<file path="config.mk">
export PLATFORM = sky130hd
export DESIGN_NAME = band_envelope_bin_analyzer_flat
export DESIGN_NICKNAME = d
export VERILOG_FILES = /design/src/hw/rtl/bea_pkg.sv /design/src/hw/rtl/bea_in_if.sv /design/src/hw/rtl/bea_out_if.sv /design/src/hw/rtl/band_envelope_bin_analyzer.sv /design/src/hw/rtl/bea_ram.sv /design/src/flat_wrapper.sv
export SDC_FILE = /design/constraint.sdc
export NUM_CORES = 2
export LEC_CHECK = 0
export BUFFER_PORTS_ARGS = -buffer_cell sky130_fd_sc_hd__buf_2
export CAP_MARGIN = 20
export CELL_PAD_IN_SITES_DETAIL_PLACEMENT = 1
export CELL_PAD_IN_SITES_GLOBAL_PLACEMENT = 1
export CORE_UTILIZATION = 37
export DETAILED_ROUTE_END_ITERATION = 8
export HOLD_SLACK_MARGIN = 0.05
export PLACE_DENSITY = 0.63
export SLEW_MARGIN = 30
export SYNTH_ARGS = -nofsm -noshare
export SYNTH_HDL_FRONTEND = slang
export SYNTH_SLANG_ARGS = --single-unit
</file>
<file path="constraint.sdc">
create_clock -name clk_i -period 13.3 [get_ports clk_i]
set_input_delay 1.995 -clock clk_i [delete_from_list [all_inputs] [get_ports clk_i]]
set_output_delay 1.995 -clock clk_i [all_outputs]
set_load 0.02 [all_outputs]
</file>
<file path="src/hw/rtl/bea_pkg.sv">
// Package of the band envelope bin analyzer: field widths, register map,
// filter stage codes, reset values and the sequencer state type.
// Has no dependencies; the interfaces, the analyzer and the testbench refer to it.
package bea_pkg;

  localparam int SMP_W   = 16;
  localparam int LEN_W   = 13;
  localparam int COEF_W  = 16;
  localparam int ST_W    = 24;
  localparam int SUM_W   = 44;
  localparam int MAG_W   = 16;
  localparam int SUB_W   = 3;
  localparam int CC_W    = 2;
  localparam int PR_W    = 4;
  localparam int STAGES  = 6;
  localparam int PADDR_W = 4;
  localparam int DATA_W  = 32;

  localparam logic [2:0] STG_LOW1  = 3'd0;
  localparam logic [2:0] STG_LOW2  = 3'd1;
  localparam logic [2:0] STG_MID1  = 3'd2;
  localparam logic [2:0] STG_MID2  = 3'd3;
  localparam logic [2:0] STG_HIGH1 = 3'd4;
  localparam logic [2:0] STG_HIGH2 = 3'd5;

  localparam logic [1:0] REG_LOW_COEF      = 2'd0;
  localparam logic [1:0] REG_HIGH_COEF     = 2'd1;
  localparam logic [1:0] REG_CHANNEL_COUNT = 2'd2;
  localparam logic [1:0] REG_PEAK_RATIO    = 2'd3;

  localparam logic [1:0] SUM_OVERALL = 2'd0;
  localparam logic [1:0] SUM_BASS    = 2'd1;
  localparam logic [1:0] SUM_MID     = 2'd2;
  localparam logic [1:0] SUM_TREBLE  = 2'd3;

  localparam logic [COEF_W-1:0] LOW_COEF_RST  = 16'd3660;
  localparam logic [COEF_W-1:0] HIGH_COEF_RST = 16'd23420;
  localparam logic [CC_W-1:0]   CH_COUNT_RST  = 2'd2;
  localparam logic [PR_W-1:0]   PEAK_RATIO_RST = 4'd4;

  localparam logic KIND_ENV  = 1'b0;
  localparam logic KIND_PEAK = 1'b1;

  typedef enum logic [14:0] {
    S_IDLE   = 15'h0001,
    S_RD     = 15'h0002,
    S_MUL    = 15'h0004,
    S_WR     = 15'h0008,
    S_CHDONE = 15'h0010,
    S_SQ     = 15'h0020,
    S_PB     = 15'h0040,
    S_SBRD   = 15'h0080,
    S_SBWR   = 15'h0100,
    S_END    = 15'h0200,
    S_DIV    = 15'h0400,
    S_SQRT   = 15'h0800,
    S_ENV    = 15'h1000,
    S_SUBRD  = 15'h2000,
    S_SUBOUT = 15'h4000
  } state_e;

endpackage

</file>
<file path="src/hw/rtl/bea_in_if.sv">
// Input channel of the band envelope bin analyzer: one audio frame a request.
// Depends on bea_pkg for the field widths.
interface bea_in_if;
  logic                              valid;
  logic                              ready;
  logic signed [bea_pkg::SMP_W-1:0]  sample_ch0;
  logic signed [bea_pkg::SMP_W-1:0]  sample_ch1;
  logic        [bea_pkg::LEN_W-1:0]  bin_length;
  logic                              clear_filters;

  modport source (output valid, sample_ch0, sample_ch1, bin_length, clear_filters,
                  input ready);
  modport sink (input valid, sample_ch0, sample_ch1, bin_length, clear_filters,
                output ready);
endinterface

</file>
<file path="src/hw/rtl/bea_out_if.sv">
// Result channel of the band envelope bin analyzer: one result a request.
// Depends on bea_pkg for the field widths.
interface bea_out_if;
  logic                              valid;
  logic                              ready;
  logic                              kind;
  logic        [bea_pkg::SUB_W-1:0]  sub_index;
  logic signed [bea_pkg::SMP_W-1:0]  low_value;
  logic signed [bea_pkg::SMP_W-1:0]  high_value;
  logic        [bea_pkg::MAG_W-1:0]  peak_level;
  logic        [bea_pkg::MAG_W-1:0]  rms_level;
  logic        [bea_pkg::MAG_W-1:0]  bass_level;
  logic        [bea_pkg::MAG_W-1:0]  mid_level;
  logic        [bea_pkg::MAG_W-1:0]  treble_level;
  logic                              last_of_run;

  modport source (output valid, kind, sub_index, low_value, high_value, peak_level,
                  rms_level, bass_level, mid_level, treble_level, last_of_run,
                  input ready);
  modport sink (input valid, kind, sub_index, low_value, high_value, peak_level,
                rms_level, bass_level, mid_level, treble_level, last_of_run,
                output ready);
endinterface

</file>
<file path="src/hw/rtl/band_envelope_bin_analyzer.sv">
// Band envelope bin analyzer. Each frame takes every filter stage of every channel
// through read, multiply and write back on the shared multiplier and filter RAM,
// then a sub-bin search if the peak ratio is nonzero. A bin's last frame adds a
// divide and a square root per sum, then the envelope and sub-bin results. One
// frame is in work at a time. Reset is asynchronous; filter and sub-bin entries
// read as zero until written (valid bits), so no clearing pass.
module band_envelope_bin_analyzer #(
  parameter int CHANNELS       = 2,
  parameter int MAX_BIN_LENGTH = 4096,
  parameter int MAX_PEAK_RATIO = 8
) (
  input  logic                          clk_i,
  input  logic                          rst_ni,
  input  logic                          psel,
  input  logic                          penable,
  input  logic                          pwrite,
  input  logic [bea_pkg::PADDR_W-1:0]   paddr,
  input  logic [bea_pkg::DATA_W-1:0]    pwdata,
  output logic [bea_pkg::DATA_W-1:0]    prdata,
  output logic                          pready,
  bea_in_if.sink                        in_if,
  bea_out_if.source                     out_if
);

  localparam int MAX_CH   = (CHANNELS < 2) ? CHANNELS : 2;
  localparam int CH_W     = (CHANNELS > 1) ? $clog2(CHANNELS) : 1;
  localparam int FL_DEPTH = CHANNELS * bea_pkg::STAGES;
  localparam int FL_AW    = $clog2(FL_DEPTH);
  localparam int SB_AW    = (MAX_PEAK_RATIO > 1) ? $clog2(MAX_PEAK_RATIO) : 1;
  localparam int POS_W    = $clog2(MAX_BIN_LENGTH);
  localparam int ACC_W    = ((POS_W > bea_pkg::LEN_W) ? POS_W : bea_pkg::LEN_W)
                            + bea_pkg::PR_W;
  localparam int SW       = bea_pkg::SUM_W;
  localparam int LW       = bea_pkg::LEN_W;

  function automatic logic [15:0] band_mag(input logic signed [26:0] v);
    logic [26:0] a;
    a = v[26] ? 27'(-v) : 27'(v);
    return (|a[26:21]) ? 16'hFFFF : a[20:5];
  endfunction

  function automatic logic [15:0] abs16(input logic signed [15:0] v);
    logic [16:0] t;
    t = v[15] ? 17'(-17'(v)) : 17'(v);
    return t[15:0];
  endfunction

  function automatic logic [15:0] peak_of(input logic signed [15:0] lo,
                                          input logic signed [15:0] hi);
    logic signed [16:0] nl;
    nl = -17'(lo);
    return (nl > 17'(hi)) ? nl[15:0] : hi[15:0];
  endfunction

  bea_pkg::state_e state_q, state_d;

  logic [bea_pkg::COEF_W-1:0] low_coef_q, high_coef_q;
  logic [bea_pkg::CC_W-1:0]   ch_count_q;
  logic [bea_pkg::PR_W-1:0]   peak_ratio_q;

  logic signed [15:0] smp0_q, smp1_q;
  logic               clr_q;
  logic [LW-1:0]      len_q;
  logic [1:0]         nch_q;
  logic [3:0]         ratio_q;
  logic [CH_W-1:0]    ch_q;
  logic [2:0]         stg_q;
  logic signed [bea_pkg::ST_W-1:0] st_q [bea_pkg::STAGES];
  logic signed [bea_pkg::ST_W-1:0] s_q;
  logic signed [42:0] prod_q;
  logic signed [15:0] speak_q;
  logic [15:0]        overall_q, bass_q, mid_q, treb_q;
  logic [SW-1:0]      sum_q [4];
  logic signed [15:0] lo_q, hi_q;
  logic [POS_W-1:0]   pos_q;
  logic [MAX_PEAK_RATIO-1:0] seen_q;
  logic [FL_DEPTH-1:0] fl_vld_q;
  logic [1:0]         k_q;
  logic [SB_AW-1:0]   pb_q, sbk_q;
  logic [3:0]         kk_q;
  logic [ACC_W-1:0]   acc_q;
  logic [LW:0]        rem_q;
  logic [SW-1:0]      quo_q, sq_v_q, sq_r_q, sq_bit_q;
  logic [5:0]         cnt_q;
  logic [15:0]        lvl_q [4];

  logic               out_valid_q, out_kind_q, out_last_q;
  logic [bea_pkg::SUB_W-1:0] out_sub_q;
  logic signed [15:0] out_lo_q, out_hi_q;
  logic [15:0]        out_pk_q, out_rms_q, out_bass_q, out_mid_q, out_treb_q;

  // Configuration port.
  logic cfg_we;
  assign pready = 1'b1;
  assign cfg_we = psel && penable && pwrite;

  always_ff @(posedge clk_i or negedge rst_ni) begin
    if (!rst_ni) begin
      low_coef_q   <= bea_pkg::LOW_COEF_RST;
      high_coef_q  <= bea_pkg::HIGH_COEF_RST;
      ch_count_q   <= bea_pkg::CH_COUNT_RST;
      peak_ratio_q <= bea_pkg::PEAK_RATIO_RST;
    end else if (cfg_we) begin
      case (paddr[3:2])
        bea_pkg::REG_LOW_COEF:      low_coef_q   <= pwdata[15:0];
        bea_pkg::REG_HIGH_COEF:     high_coef_q  <= pwdata[15:0];
        bea_pkg::REG_CHANNEL_COUNT: ch_count_q   <= pwdata[1:0];
        bea_pkg::REG_PEAK_RATIO:    peak_ratio_q <= pwdata[3:0];
        default: ;
      endcase
    end
  end

  always_comb begin
    case (paddr[3:2])
      bea_pkg::REG_LOW_COEF:      prdata = 32'(low_coef_q);
      bea_pkg::REG_HIGH_COEF:     prdata = 32'(high_coef_q);
      bea_pkg::REG_CHANNEL_COUNT: prdata = 32'(ch_count_q);
      bea_pkg::REG_PEAK_RATIO:    prdata = 32'(peak_ratio_q);
      default:                    prdata = '0;
    endcase
  end

  // Frame setup values.
  logic [LW-1:0] len_in;
  logic [1:0]    nch_in;
  logic [3:0]    ratio_in;
  always_comb begin
    len_in = in_if.bin_length;
    if (len_in == '0) begin
      len_in = LW'(1);
    end
    if (32'(in_if.bin_length) > MAX_BIN_LENGTH) begin
      len_in = LW'(MAX_BIN_LENGTH);
    end
    nch_in = (ch_count_q == 2'd0) ? 2'd1 : ch_count_q;
    if (32'(nch_in) > MAX_CH) begin
      nch_in = 2'(MAX_CH);
    end
    ratio_in = (32'(peak_ratio_q) > MAX_PEAK_RATIO) ? 4'(MAX_PEAK_RATIO) : peak_ratio_q;
  end

  // Filter datapath.
  logic [FL_AW-1:0]   fl_addr;
  logic               fl_we, active;
  logic [bea_pkg::ST_W-1:0] fl_rdata, fl_wdata;
  logic signed [15:0] cur_smp;
  logic signed [20:0] x_s;
  logic signed [25:0] stg_in, diff, new_wide;
  logic signed [bea_pkg::ST_W-1:0] fl_s, new_st;
  logic [bea_pkg::COEF_W-1:0] coef;
  logic signed [42:0] mul_s;
  logic signed [26:0] hp1, hp2, midv;
  logic [15:0] a_smp, a_speak, m_bass, m_mid, m_treb;

  assign fl_addr = FL_AW'(FL_AW'(ch_q) * FL_AW'(bea_pkg::STAGES)) + FL_AW'(stg_q);
  assign active  = 4'(ch_q) < 4'(nch_q);
  assign cur_smp = (ch_q == CH_W'(0)) ? smp0_q :
                   ((ch_q == CH_W'(1)) ? smp1_q : 16'sd0);
  assign x_s     = {cur_smp, 5'b0};

  always_comb begin
    case (stg_q)
      bea_pkg::STG_LOW1, bea_pkg::STG_MID1, bea_pkg::STG_HIGH1: stg_in = 26'(x_s);
      bea_pkg::STG_LOW2:  stg_in = 26'(st_q[bea_pkg::STG_LOW1]);
      bea_pkg::STG_MID2:  stg_in = 26'(st_q[bea_pkg::STG_MID1]);
      bea_pkg::STG_HIGH2: stg_in = 26'(x_s) - 26'(st_q[bea_pkg::STG_HIGH1]);
      default:            stg_in = '0;
    endcase
  end

  assign coef = (stg_q == bea_pkg::STG_LOW1 || stg_q == bea_pkg::STG_LOW2) ?
                low_coef_q : high_coef_q;
  assign fl_s = (clr_q || !fl_vld_q[fl_addr]) ? '0 : signed'(fl_rdata);
  assign diff = stg_in - 26'(fl_s);
  assign mul_s = 43'(diff) * 43'(signed'({1'b0, coef}));
  assign new_wide = 26'(s_q) + 26'(prod_q >>> 16);
  assign new_st = new_wide[bea_pkg::ST_W-1:0];
  assign fl_we = (state_q == bea_pkg::S_WR) && (active || clr_q);
  assign fl_wdata = active ? new_st : '0;

  assign hp1  = 27'(x_s) - 27'(st_q[bea_pkg::STG_HIGH1]);
  assign hp2  = hp1 - 27'(st_q[bea_pkg::STG_HIGH2]);
  assign midv = 27'(st_q[bea_pkg::STG_MID2]) - 27'(st_q[bea_pkg::STG_LOW2]);
  assign m_bass  = band_mag(27'(st_q[bea_pkg::STG_LOW2]));
  assign m_mid   = band_mag(midv);
  assign m_treb  = band_mag(hp2);
  assign a_smp   = abs16(cur_smp);
  assign a_speak = abs16(speak_q);

  bea_ram #(.WIDTH(bea_pkg::ST_W), .DEPTH(FL_DEPTH), .AW(FL_AW)) u_fl_ram (
    .clk_i   (clk_i),
    .we_i    (fl_we),
    .waddr_i (fl_addr),
    .wdata_i (fl_wdata),
    .raddr_i (fl_addr),
    .rdata_o (fl_rdata)
  );

  // Bin statistics datapath.
  logic [15:0]   sq_m;
  logic [31:0]   sq_p;
  logic [SW:0]   sq_sum;
  logic [ACC_W-1:0] pos_ratio;
  logic [SB_AW-1:0] sb_raddr;
  logic          sb_we;
  logic [31:0]   sb_rdata, sb_wdata;
  logic signed [15:0] sb_lo, sb_hi;
  logic [LW:0]   div_t;
  logic          div_ge;
  logic [SW-1:0] quo_nx, sq_rb;
  logic          sq_fit;
  logic [SW-1:0] sq_r_nx;
  logic          out_free, out_load;

  always_comb begin
    case (k_q)
      bea_pkg::SUM_OVERALL: sq_m = overall_q;
      bea_pkg::SUM_BASS:    sq_m = bass_q;
      bea_pkg::SUM_MID:     sq_m = mid_q;
      bea_pkg::SUM_TREBLE:  sq_m = treb_q;
      default:              sq_m = '0;
    endcase
  end
  assign sq_p   = sq_m * sq_m;
  assign sq_sum = {1'b0, sum_q[k_q]} + (SW + 1)'(sq_p);

  assign pos_ratio = ACC_W'(ACC_W'(pos_q) * ACC_W'(ratio_q));
  assign sb_raddr  = (state_q == bea_pkg::S_SBRD || state_q == bea_pkg::S_SBWR) ?
                     pb_q : sbk_q;
  assign sb_we     = state_q == bea_pkg::S_SBWR;
  assign sb_lo     = signed'(sb_rdata[31:16]);
  assign sb_hi     = signed'(sb_rdata[15:0]);

  always_comb begin
    if (!seen_q[pb_q]) begin
      sb_wdata = {speak_q, speak_q};
    end else begin
      sb_wdata[31:16] = (speak_q < sb_lo) ? speak_q : sb_lo;
      sb_wdata[15:0]  = (speak_q > sb_hi) ? speak_q : sb_hi;
    end
  end

  bea_ram #(.WIDTH(32), .DEPTH(MAX_PEAK_RATIO), .AW(SB_AW)) u_sb_ram (
    .clk_i   (clk_i),
    .we_i    (sb_we),
    .waddr_i (pb_q),
    .wdata_i (sb_wdata),
    .raddr_i (sb_raddr),
    .rdata_o (sb_rdata)
  );

  assign div_t   = {rem_q[LW-1:0], quo_q[SW-1]};
  assign div_ge  = div_t >= {1'b0, len_q};
  assign quo_nx  = {quo_q[SW-2:0], div_ge};
  assign sq_rb   = sq_r_q + sq_bit_q;
  assign sq_fit  = sq_v_q >= sq_rb;
  assign sq_r_nx = sq_fit ? ((sq_r_q >> 1) + sq_bit_q) : (sq_r_q >> 1);

  assign out_free = !out_valid_q || out_if.ready;
  assign out_load = (state_q == bea_pkg::S_ENV || state_q == bea_pkg::S_SUBOUT) && out_free;
  assign in_if.ready = state_q == bea_pkg::S_IDLE;

  // Sequencer.
  always_comb begin
    state_d = state_q;
    case (state_q)
      bea_pkg::S_IDLE:   if (in_if.valid) state_d = bea_pkg::S_RD;
      bea_pkg::S_RD:     state_d = bea_pkg::S_MUL;
      bea_pkg::S_MUL:    state_d = bea_pkg::S_WR;
      bea_pkg::S_WR:     state_d = (stg_q == bea_pkg::STG_HIGH2) ? bea_pkg::S_CHDONE :
                                                                   bea_pkg::S_RD;
      bea_pkg::S_CHDONE: state_d = (ch_q == CH_W'(CHANNELS - 1)) ? bea_pkg::S_SQ :
                                                                   bea_pkg::S_RD;
      bea_pkg::S_SQ: begin
        if (k_q == bea_pkg::SUM_TREBLE) begin
          state_d = (ratio_q == 4'd0) ? bea_pkg::S_END : bea_pkg::S_PB;
        end
      end
      bea_pkg::S_PB: begin
        if (!(kk_q < ratio_q && pos_ratio >= acc_q)) state_d = bea_pkg::S_SBRD;
      end
      bea_pkg::S_SBRD:   state_d = bea_pkg::S_SBWR;
      bea_pkg::S_SBWR:   state_d = bea_pkg::S_END;
      bea_pkg::S_END: begin
        state_d = ((17'(pos_q) + 17'd1) < 17'(len_q)) ? bea_pkg::S_IDLE : bea_pkg::S_DIV;
      end
      bea_pkg::S_DIV:    if (cnt_q == 6'(SW - 1)) state_d = bea_pkg::S_SQRT;
      bea_pkg::S_SQRT: begin
        if (sq_bit_q[0]) begin
          state_d = (k_q == bea_pkg::SUM_TREBLE) ? bea_pkg::S_ENV : bea_pkg::S_DIV;
        end
      end
      bea_pkg::S_ENV: begin
        if (out_free) state_d = (ratio_q == 4'd0) ? bea_pkg::S_IDLE : bea_pkg::S_SUBRD;
      end
      bea_pkg::S_SUBRD:  state_d = bea_pkg::S_SUBOUT;
      bea_pkg::S_SUBOUT: begin
        if (out_free) begin
          state_d = (4'(sbk_q) == ratio_q - 4'd1) ? bea_pkg::S_IDLE : bea_pkg::S_SUBRD;
        end
      end
      default:           state_d = bea_pkg::S_IDLE;
    endcase
  end

  logic bin_done;
  assign bin_done = ((state_q == bea_pkg::S_ENV) && out_free && (ratio_q == 4'd0)) ||
                    ((state_q == bea_pkg::S_SUBOUT) && out_free &&
                     (4'(sbk_q) == ratio_q - 4'd1));

  always_ff @(posedge clk_i or negedge rst_ni) begin
    if (!rst_ni) begin
      state_q     <= bea_pkg::S_IDLE;
      fl_vld_q    <= '0;
      seen_q      <= '0;
      pos_q       <= '0;
      lo_q        <= '0;
      hi_q        <= '0;
      for (int i = 0; i < 4; i++) sum_q[i] <= '0;
      out_valid_q <= 1'b0;
    end else begin
      state_q <= state_d;
      if (out_load) begin
        out_valid_q <= 1'b1;
      end else if (out_if.ready) begin
        out_valid_q <= 1'b0;
      end
      if (fl_we) begin
        fl_vld_q[fl_addr] <= 1'b1;
      end
      if (state_q == bea_pkg::S_SQ) begin
        sum_q[k_q] <= sq_sum[SW] ? {SW{1'b1}} : sq_sum[SW-1:0];
        if (k_q == bea_pkg::SUM_OVERALL) begin
          if (pos_q == '0) begin
            lo_q <= speak_q;
            hi_q <= speak_q;
          end else begin
            if (speak_q < lo_q) lo_q <= speak_q;
            if (speak_q > hi_q) hi_q <= speak_q;
          end
        end
      end
      if (sb_we) begin
        seen_q[pb_q] <= 1'b1;
      end
      if (state_q == bea_pkg::S_END && state_d == bea_pkg::S_IDLE) begin
        pos_q <= pos_q + 1'b1;
      end
      if (bin_done) begin
        for (int i = 0; i < 4; i++) sum_q[i] <= '0;
        lo_q   <= '0;
        hi_q   <= '0;
        pos_q  <= '0;
        seen_q <= '0;
      end
    end
  end

  always_ff @(posedge clk_i) begin
    case (state_q)
      bea_pkg::S_IDLE: begin
        smp0_q    <= in_if.sample_ch0;
        smp1_q    <= in_if.sample_ch1;
        clr_q     <= in_if.clear_filters;
        len_q     <= len_in;
        nch_q     <= nch_in;
        ratio_q   <= ratio_in;
        ch_q      <= '0;
        stg_q     <= bea_pkg::STG_LOW1;
        speak_q   <= '0;
        overall_q <= '0;
        bass_q    <= '0;
        mid_q     <= '0;
        treb_q    <= '0;
      end
      bea_pkg::S_MUL: begin
        s_q    <= fl_s;
        prod_q <= mul_s;
      end
      bea_pkg::S_WR: begin
        st_q[stg_q] <= new_st;
        if (stg_q != bea_pkg::STG_HIGH2) stg_q <= stg_q + 3'd1;
      end
      bea_pkg::S_CHDONE: begin
        if (active) begin
          if (a_smp > a_speak)   speak_q   <= cur_smp;
          if (a_smp > overall_q) overall_q <= a_smp;
          if (m_bass > bass_q)   bass_q    <= m_bass;
          if (m_mid > mid_q)     mid_q     <= m_mid;
          if (m_treb > treb_q)   treb_q    <= m_treb;
        end
        ch_q  <= ch_q + 1'b1;
        stg_q <= bea_pkg::STG_LOW1;
        k_q   <= bea_pkg::SUM_OVERALL;
      end
      bea_pkg::S_SQ: begin
        k_q   <= k_q + 2'd1;
        pb_q  <= '0;
        kk_q  <= 4'd1;
        acc_q <= ACC_W'(len_q);
      end
      bea_pkg::S_PB: begin
        if (kk_q < ratio_q && pos_ratio >= acc_q) begin
          pb_q  <= pb_q + 1'b1;
          kk_q  <= kk_q + 4'd1;
          acc_q <= acc_q + ACC_W'(len_q);
        end
      end
      bea_pkg::S_END: begin
        k_q   <= bea_pkg::SUM_OVERALL;
        quo_q <= sum_q[bea_pkg::SUM_OVERALL];
        rem_q <= '0;
        cnt_q <= '0;
      end
      bea_pkg::S_DIV: begin
        rem_q <= div_ge ? (div_t - {1'b0, len_q}) : div_t;
        quo_q <= quo_nx;
        cnt_q <= cnt_q + 6'd1;
        if (cnt_q == 6'(SW - 1)) begin
          sq_v_q   <= quo_nx;
          sq_r_q   <= '0;
          sq_bit_q <= SW'(1) << (SW - 2);
        end
      end
      bea_pkg::S_SQRT: begin
        if (sq_fit) sq_v_q <= sq_v_q - sq_rb;
        sq_r_q   <= sq_r_nx;
        sq_bit_q <= sq_bit_q >> 2;
        if (sq_bit_q[0]) begin
          lvl_q[k_q] <= sq_r_nx[15:0];
          k_q   <= k_q + 2'd1;
          quo_q <= sum_q[k_q + 2'd1];
          rem_q <= '0;
          cnt_q <= '0;
        end
      end
      bea_pkg::S_ENV: begin
        sbk_q <= '0;
      end
      bea_pkg::S_SUBOUT: begin
        if (out_free) sbk_q <= sbk_q + 1'b1;
      end
      default: ;
    endcase

    if (out_load) begin
      if (state_q == bea_pkg::S_ENV) begin
        out_kind_q <= bea_pkg::KIND_ENV;
        out_sub_q  <= '0;
        out_lo_q   <= lo_q;
        out_hi_q   <= hi_q;
        out_pk_q   <= peak_of(lo_q, hi_q);
        out_rms_q  <= lvl_q[bea_pkg::SUM_OVERALL];
        out_bass_q <= lvl_q[bea_pkg::SUM_BASS];
        out_mid_q  <= lvl_q[bea_pkg::SUM_MID];
        out_treb_q <= lvl_q[bea_pkg::SUM_TREBLE];
        out_last_q <= ratio_q == 4'd0;
      end else begin
        out_kind_q <= bea_pkg::KIND_PEAK;
        out_sub_q  <= bea_pkg::SUB_W'(sbk_q);
        out_lo_q   <= seen_q[sbk_q] ? sb_lo : 16'sd0;
        out_hi_q   <= seen_q[sbk_q] ? sb_hi : 16'sd0;
        out_pk_q   <= seen_q[sbk_q] ? peak_of(sb_lo, sb_hi) : 16'd0;
        out_rms_q  <= '0;
        out_bass_q <= '0;
        out_mid_q  <= '0;
        out_treb_q <= '0;
        out_last_q <= 4'(sbk_q) == ratio_q - 4'd1;
      end
    end
  end

  assign out_if.valid        = out_valid_q;
  assign out_if.kind         = out_kind_q;
  assign out_if.sub_index    = out_sub_q;
  assign out_if.low_value    = out_lo_q;
  assign out_if.high_value   = out_hi_q;
  assign out_if.peak_level   = out_pk_q;
  assign out_if.rms_level    = out_rms_q;
  assign out_if.bass_level   = out_bass_q;
  assign out_if.mid_level    = out_mid_q;
  assign out_if.treble_level = out_treb_q;
  assign out_if.last_of_run  = out_last_q;

  a_load_free: assert property (@(posedge clk_i) disable iff (!rst_ni)
    out_load |-> (!out_valid_q || out_if.ready))
    else $error("result register overwritten while still pending");

  a_sub_range: assert property (@(posedge clk_i) disable iff (!rst_ni)
    (out_valid_q && out_kind_q == bea_pkg::KIND_PEAK) |-> (4'(out_sub_q) < ratio_q))
    else $error("sub-bin result beyond the peak ratio");

  a_pb_range: assert property (@(posedge clk_i) disable iff (!rst_ni)
    (state_q == bea_pkg::S_SBWR) |-> (4'(pb_q) < ratio_q))
    else $error("sub-bin index beyond the peak ratio");

  a_env_last: assert property (@(posedge clk_i) disable iff (!rst_ni)
    (out_valid_q && out_kind_q == bea_pkg::KIND_ENV && out_last_q) |-> (ratio_q == 4'd0))
    else $error("envelope result closed a bin that has sub-bin results");

endmodule

</file>
<file path="src/hw/rtl/bea_ram.sv">
// Generic single-write, single-read RAM with a registered read port.
// No dependencies.
module bea_ram #(
  parameter int WIDTH = 32,
  parameter int DEPTH = 8,
  parameter int AW    = (DEPTH > 1) ? $clog2(DEPTH) : 1
) (
  input  logic             clk_i,
  input  logic             we_i,
  input  logic [AW-1:0]    waddr_i,
  input  logic [WIDTH-1:0] wdata_i,
  input  logic [AW-1:0]    raddr_i,
  output logic [WIDTH-1:0] rdata_o
);

  logic [WIDTH-1:0] mem_q [DEPTH];

  always_ff @(posedge clk_i) begin
    if (we_i) begin
      mem_q[waddr_i] <= wdata_i;
    end
    rdata_o <= mem_q[raddr_i];
  end

endmodule

</file>
<file path="src/flat_wrapper.sv">
// flat-port wrapper written by rule: the top's interface ports become plain ports
module band_envelope_bin_analyzer_flat 
#(
  parameter int CHANNELS       = 2,
  parameter int MAX_BIN_LENGTH = 4096,
  parameter int MAX_PEAK_RATIO = 8
)
  (clk_i, rst_ni, psel, penable, pwrite, paddr, pwdata, prdata, pready, in_if_valid, in_if_sample_ch0, in_if_sample_ch1, in_if_bin_length, in_if_clear_filters, in_if_ready, out_if_valid, out_if_kind, out_if_sub_index, out_if_low_value, out_if_high_value, out_if_peak_level, out_if_rms_level, out_if_bass_level, out_if_mid_level, out_if_treble_level, out_if_last_of_run, out_if_ready);
  bea_in_if in_if_i ();
  bea_out_if out_if_i ();
  input  logic clk_i;
  input  logic rst_ni;
  input  logic psel;
  input  logic penable;
  input  logic pwrite;
  input  logic [bea_pkg::PADDR_W-1:0] paddr;
  input  logic [bea_pkg::DATA_W-1:0] pwdata;
  output logic [bea_pkg::DATA_W-1:0] prdata;
  output logic pready;
  input wire logic [$bits(in_if_i.valid)-1:0] in_if_valid;
  input wire logic [$bits(in_if_i.sample_ch0)-1:0] in_if_sample_ch0;
  input wire logic [$bits(in_if_i.sample_ch1)-1:0] in_if_sample_ch1;
  input wire logic [$bits(in_if_i.bin_length)-1:0] in_if_bin_length;
  input wire logic [$bits(in_if_i.clear_filters)-1:0] in_if_clear_filters;
  output wire logic [$bits(in_if_i.ready)-1:0] in_if_ready;
  output wire logic [$bits(out_if_i.valid)-1:0] out_if_valid;
  output wire logic [$bits(out_if_i.kind)-1:0] out_if_kind;
  output wire logic [$bits(out_if_i.sub_index)-1:0] out_if_sub_index;
  output wire logic [$bits(out_if_i.low_value)-1:0] out_if_low_value;
  output wire logic [$bits(out_if_i.high_value)-1:0] out_if_high_value;
  output wire logic [$bits(out_if_i.peak_level)-1:0] out_if_peak_level;
  output wire logic [$bits(out_if_i.rms_level)-1:0] out_if_rms_level;
  output wire logic [$bits(out_if_i.bass_level)-1:0] out_if_bass_level;
  output wire logic [$bits(out_if_i.mid_level)-1:0] out_if_mid_level;
  output wire logic [$bits(out_if_i.treble_level)-1:0] out_if_treble_level;
  output wire logic [$bits(out_if_i.last_of_run)-1:0] out_if_last_of_run;
  input wire logic [$bits(out_if_i.ready)-1:0] out_if_ready;
  assign in_if_i.valid = in_if_valid;
  assign in_if_i.sample_ch0 = in_if_sample_ch0;
  assign in_if_i.sample_ch1 = in_if_sample_ch1;
  assign in_if_i.bin_length = in_if_bin_length;
  assign in_if_i.clear_filters = in_if_clear_filters;
  assign in_if_ready = in_if_i.ready;
  assign out_if_valid = out_if_i.valid;
  assign out_if_kind = out_if_i.kind;
  assign out_if_sub_index = out_if_i.sub_index;
  assign out_if_low_value = out_if_i.low_value;
  assign out_if_high_value = out_if_i.high_value;
  assign out_if_peak_level = out_if_i.peak_level;
  assign out_if_rms_level = out_if_i.rms_level;
  assign out_if_bass_level = out_if_i.bass_level;
  assign out_if_mid_level = out_if_i.mid_level;
  assign out_if_treble_level = out_if_i.treble_level;
  assign out_if_last_of_run = out_if_i.last_of_run;
  assign out_if_i.ready = out_if_ready;
  band_envelope_bin_analyzer #(.CHANNELS(CHANNELS), .MAX_BIN_LENGTH(MAX_BIN_LENGTH), .MAX_PEAK_RATIO(MAX_PEAK_RATIO)) u_core (.clk_i(clk_i), .rst_ni(rst_ni), .psel(psel), .penable(penable), .pwrite(pwrite), .paddr(paddr), .pwdata(pwdata), .prdata(prdata), .pready(pready), .in_if(in_if_i), .out_if(out_if_i));
endmodule
</file>
==> summary.txt <==
Route
  – Routed Antenna Nets: 0
  – Detailed Route WL: around 320000 um
  – Mean routed wirelength per cell: 23.0 um
  – Remaining DRCs: 0
  – Drt pass-1 iters: 8
  – Post-DR vias/cell: around 5.4
  – DR vias: 74974
  – Drt first-iter violations: 4529

Final layout
  – Share of cells above drive strength 1: between 10 and 15%
  – Area growth, synth to finish: 11.9%
  – Finished Layout Cells: 13952
  – Nets: ~11000

Clock network
  – Clock slew at reported path FFs: 0.06 ns
  – H-tree depth: 4
  – Post_cts resized: 0
  – CTS Sinks: 1605
  – Num CTS Buffers: about 190
  – TritonCTS clock tree: done
  – CTS Root Buffer Type: clkbuf_16
  – Bufs on Longest Clock Path: 4
  – Clock insertion delay at the later pin of the skew report: ~0.89 ns

Floorplanning
  – Num rows: ~200
  – Total die area: ~0.29 mm^2
  – Initial Utilization: between 30% and 40%
  – Chip width: 539 um
  – Die H: 539 um
  – Core ar.: 0.286 mm^2
  – # IOs: roughly 240

Synthesis
  – Cell count after synthesis: around 9800
  – Top FF cell, synth: edfxtp_1
  – Seq/Total Area, Yosys: ~43%
  – Synthesized area: roughly 0.11 mm^2
  – Async set or reset register ratio after synthesis: approximately 18%
  – Yosys reg bits: about 1600
  – Number of enable flip-flop cells after synthesis: between 1000 and 1500
  – Synth unique cells: 95
  – Mean Syn Cell Area: 10.9 um^2
  – Synth warn: 0

Timing
  – F_max: a little over 0.08 GHz
  – Slew @ Worst Pin: roughly 1.0 ns
  – Pins Over Slew Limit: 0
  – Final setup fails: 0
  – Setup TNS: 0 ns
  – RSZ-0062 raised after global routing: false
  – Final Hold Vio Count: 0
  – Worst slew margin: between 30 and 40%
  – Tcrit/Tclk final: slightly above 90%
  – Fin crit period: about 12 ns
  – Fin Clk Skew: between 0.1 and 0.15 ns
  – Setup ws final: slightly above 1 ns

Placement
  – Post-DP HPWL: about 230000 um
  – Dpl cells: 13590
  – Pre-CTS WS: approximately 0.77 ns
  – Placer Congestion: a little under 0.9
  – Count of input and output buffers: 205

Setup path
  – Worst path buffer plus inverter count: 8
  – Slowest cell delay on critical path: 0.55 ns
  – Arr. time, crit path: between 10 and 15 ns
  – Slowest library cell on the worst path: fa_1
  – Most used cell, CP: a21oi_1
  – Critical path class: flop to flop
  – CP Max Fanout: 6
  – CP Launch Type: flop
  – Element type at the critical path end: flop
  – Worst EP required: between 10 and 15 ns
  – Largest delay share family, worst path: compound AO/OA/AOI/OAI gates

GRT
  – Initial antenna violation count: 9
  – Vias in the first global route: 81232
  – GR Util All Layers: a little over a fifth
  – Largest net degree at the start of global routing: roughly 140
  – First-pass GRT wire length: ~490000 um
  – Congestion Overflow GR: 0

Run status
  – Outcome: completed

Flow run
  – MaxCap Viol Count: 0

Hold path
  – HP Class: flop to flop
## flip-flops by register name (all words and copies together), names as in the netlist, 32 cells and up
register,flops
u_core.u_fl_ram.mem_q,288
u_core.u_sb_ram.mem_q,256
u_core.sum_q,176
u_core.st_q,144
u_core.lvl_q,64
u_core.quo_q,44
u_core.sq_r_q,44
u_core.sq_v_q,44
u_core.u_sb_ram.rdata_o,32
## final timing paths
path | startpoint | to | slack [ns] | cells past startpoint
worst max-delay path | u_core.ch_q | u_core.prod_q[39] | 1.01 | 48
worst min-delay path | u_core.fl_vld_q[1] | u_core.fl_vld_q[1] | 0.46 | 1
worst max register to register | u_core.ch_q | u_core.prod_q[39] | 1.01 | 48
worst min register to register | u_core.fl_vld_q[1] | u_core.fl_vld_q[1] | 0.46 | 1
max in group asynchronous | rst_ni | u_core.fl_vld_q[8] | 10.63 | 2
min in group asynchronous | rst_ni | u_core.sum_q[127] | 1.11 | 1
## cell families after synthesis
kind of cell,count (synthesis),synth area share [%]
AND/OR/NAND/NOR,2911,12.5
AO/OA/AOI/OAI,1614,9.52
multiplexers,373,5.58
buffers and inverters,1546,5.53
XOR/XNOR,457,3.76
adder cells (fa/ha/maj),1307,19.7
other,2,0.00705
flip-flops,1605,43.3
## layer usage
layer  vias to the layer above  GRT usage, %  wire length, um
li1                      34410             -                -
met1                     38534          29.0           141000
met2                      1571          38.0           157000
met3                       459          2.07            12200
met4                         0          6.80            10200
met5                         -             0                0
## cell usage in the layout, fill, tap and decap left out, drive strengths merged, types with 45 or more instances in the layout
master / n
nand4: 76
nor2b: 111
a22oi: 50
o22ai: 59
xnor2: 284
dfxtp: 56
mux2i: 114
ha: 686
buf: 419
nand2b: 75
a21oi: 350
mux4: 167
a21o: 147
edfxtp: 1255
and3: 45
and2: 214
nor3: 86
mux2: 92
o21a: 96
clkbuf: 246
nor2: 606
dfrtp: 275
clkinv: 77
inv: 1130
xor2: 173
nand2: 1149
a31oi: 79
nand3: 398
fa: 621
o21ai: 522
## cell usage after synthesis (39+ instances only)
| master | instances | share of area, % |
|---|---|---|
| edfxtp_1 | 1255 | 35 |
| nand2_1 | 1149 | 4.0 |
| inv_1 | 1124 | 4.0 |
| ha_1 | 686 | 8.1 |
| fa_1 | 621 | 12 |
| nor2_1 | 604 | 2.1 |
| o21ai_0 | 519 | 2.4 |
| nand3_1 | 398 | 1.9 |
| clkbuf_1 | 343 | 1.2 |
| a21oi_1 | 335 | 1.6 |
| xnor2_1 | 284 | 2.3 |
| dfrtp_1 | 275 | 6.5 |
| and2_1 | 213 | 1.3 |
| xor2_1 | 173 | 1.4 |
| mux4_2 | 167 | 3.5 |
| a21o_1 | 147 | 1.0 |
| mux2i_1 | 113 | 1.1 |
| nor2b_1 | 110 | 0.65 |
| o21a_1 | 96 | 0.68 |
| mux2_2 | 92 | 0.97 |
| nor3_1 | 85 | 0.40 |
| a31oi_1 | 79 | 0.46 |
| nand2b_1 | 75 | 0.44 |
| nand4_1 | 75 | 0.44 |
| o22ai_1 | 59 | 0.35 |
| dfxtp_1 | 56 | 1.1 |
| a22oi_1 | 50 | 0.35 |
| and3_1 | 45 | 0.26 |
| buf_1 | 41 | 0.14 |
| o21bai_1 | 39 | 0.27 |
## cell type report
type	instances	area, um^2
multi-input cells	6679	55100
clock buffers	246	5170
fillers	31005	166000
well taps	3762	4710
clock inverters	98	1120
diodes	10	25.0
inverters	1133	4250
repair buffers	419	2720
flip-flops and latches	1605	46200
## stage by stage
| stage | hold WS, ns | instance area, um^2 | util [%] |
|---|---|---|---|
| finish | 0.464 | 119000 | 41.7 |
| floorplan | 0.434 | 107000 | - |
| CTS | 0.466 | 119000 | 41.7 |
| detailed placement | 0.452 | 113000 | 39.5 |
| global route | 0.479 | 119000 | 41.7 |
| global placement | 0.446 | 113000 | 39.5 |
## what timing repair did
| item | in CTS | in global routing |
|---|---|---|
| hold buffers | 0 | 0 |
| setup buffers | 0 | 5 |
| endpoints found under the hold margin | 0 | 0 |
| endpoints found under the setup margin | 0 | 3 |
Power is left out: the tool's default activity adds up to more than one toggle a clock period on the data nets, which glitch-free logic cannot reach.
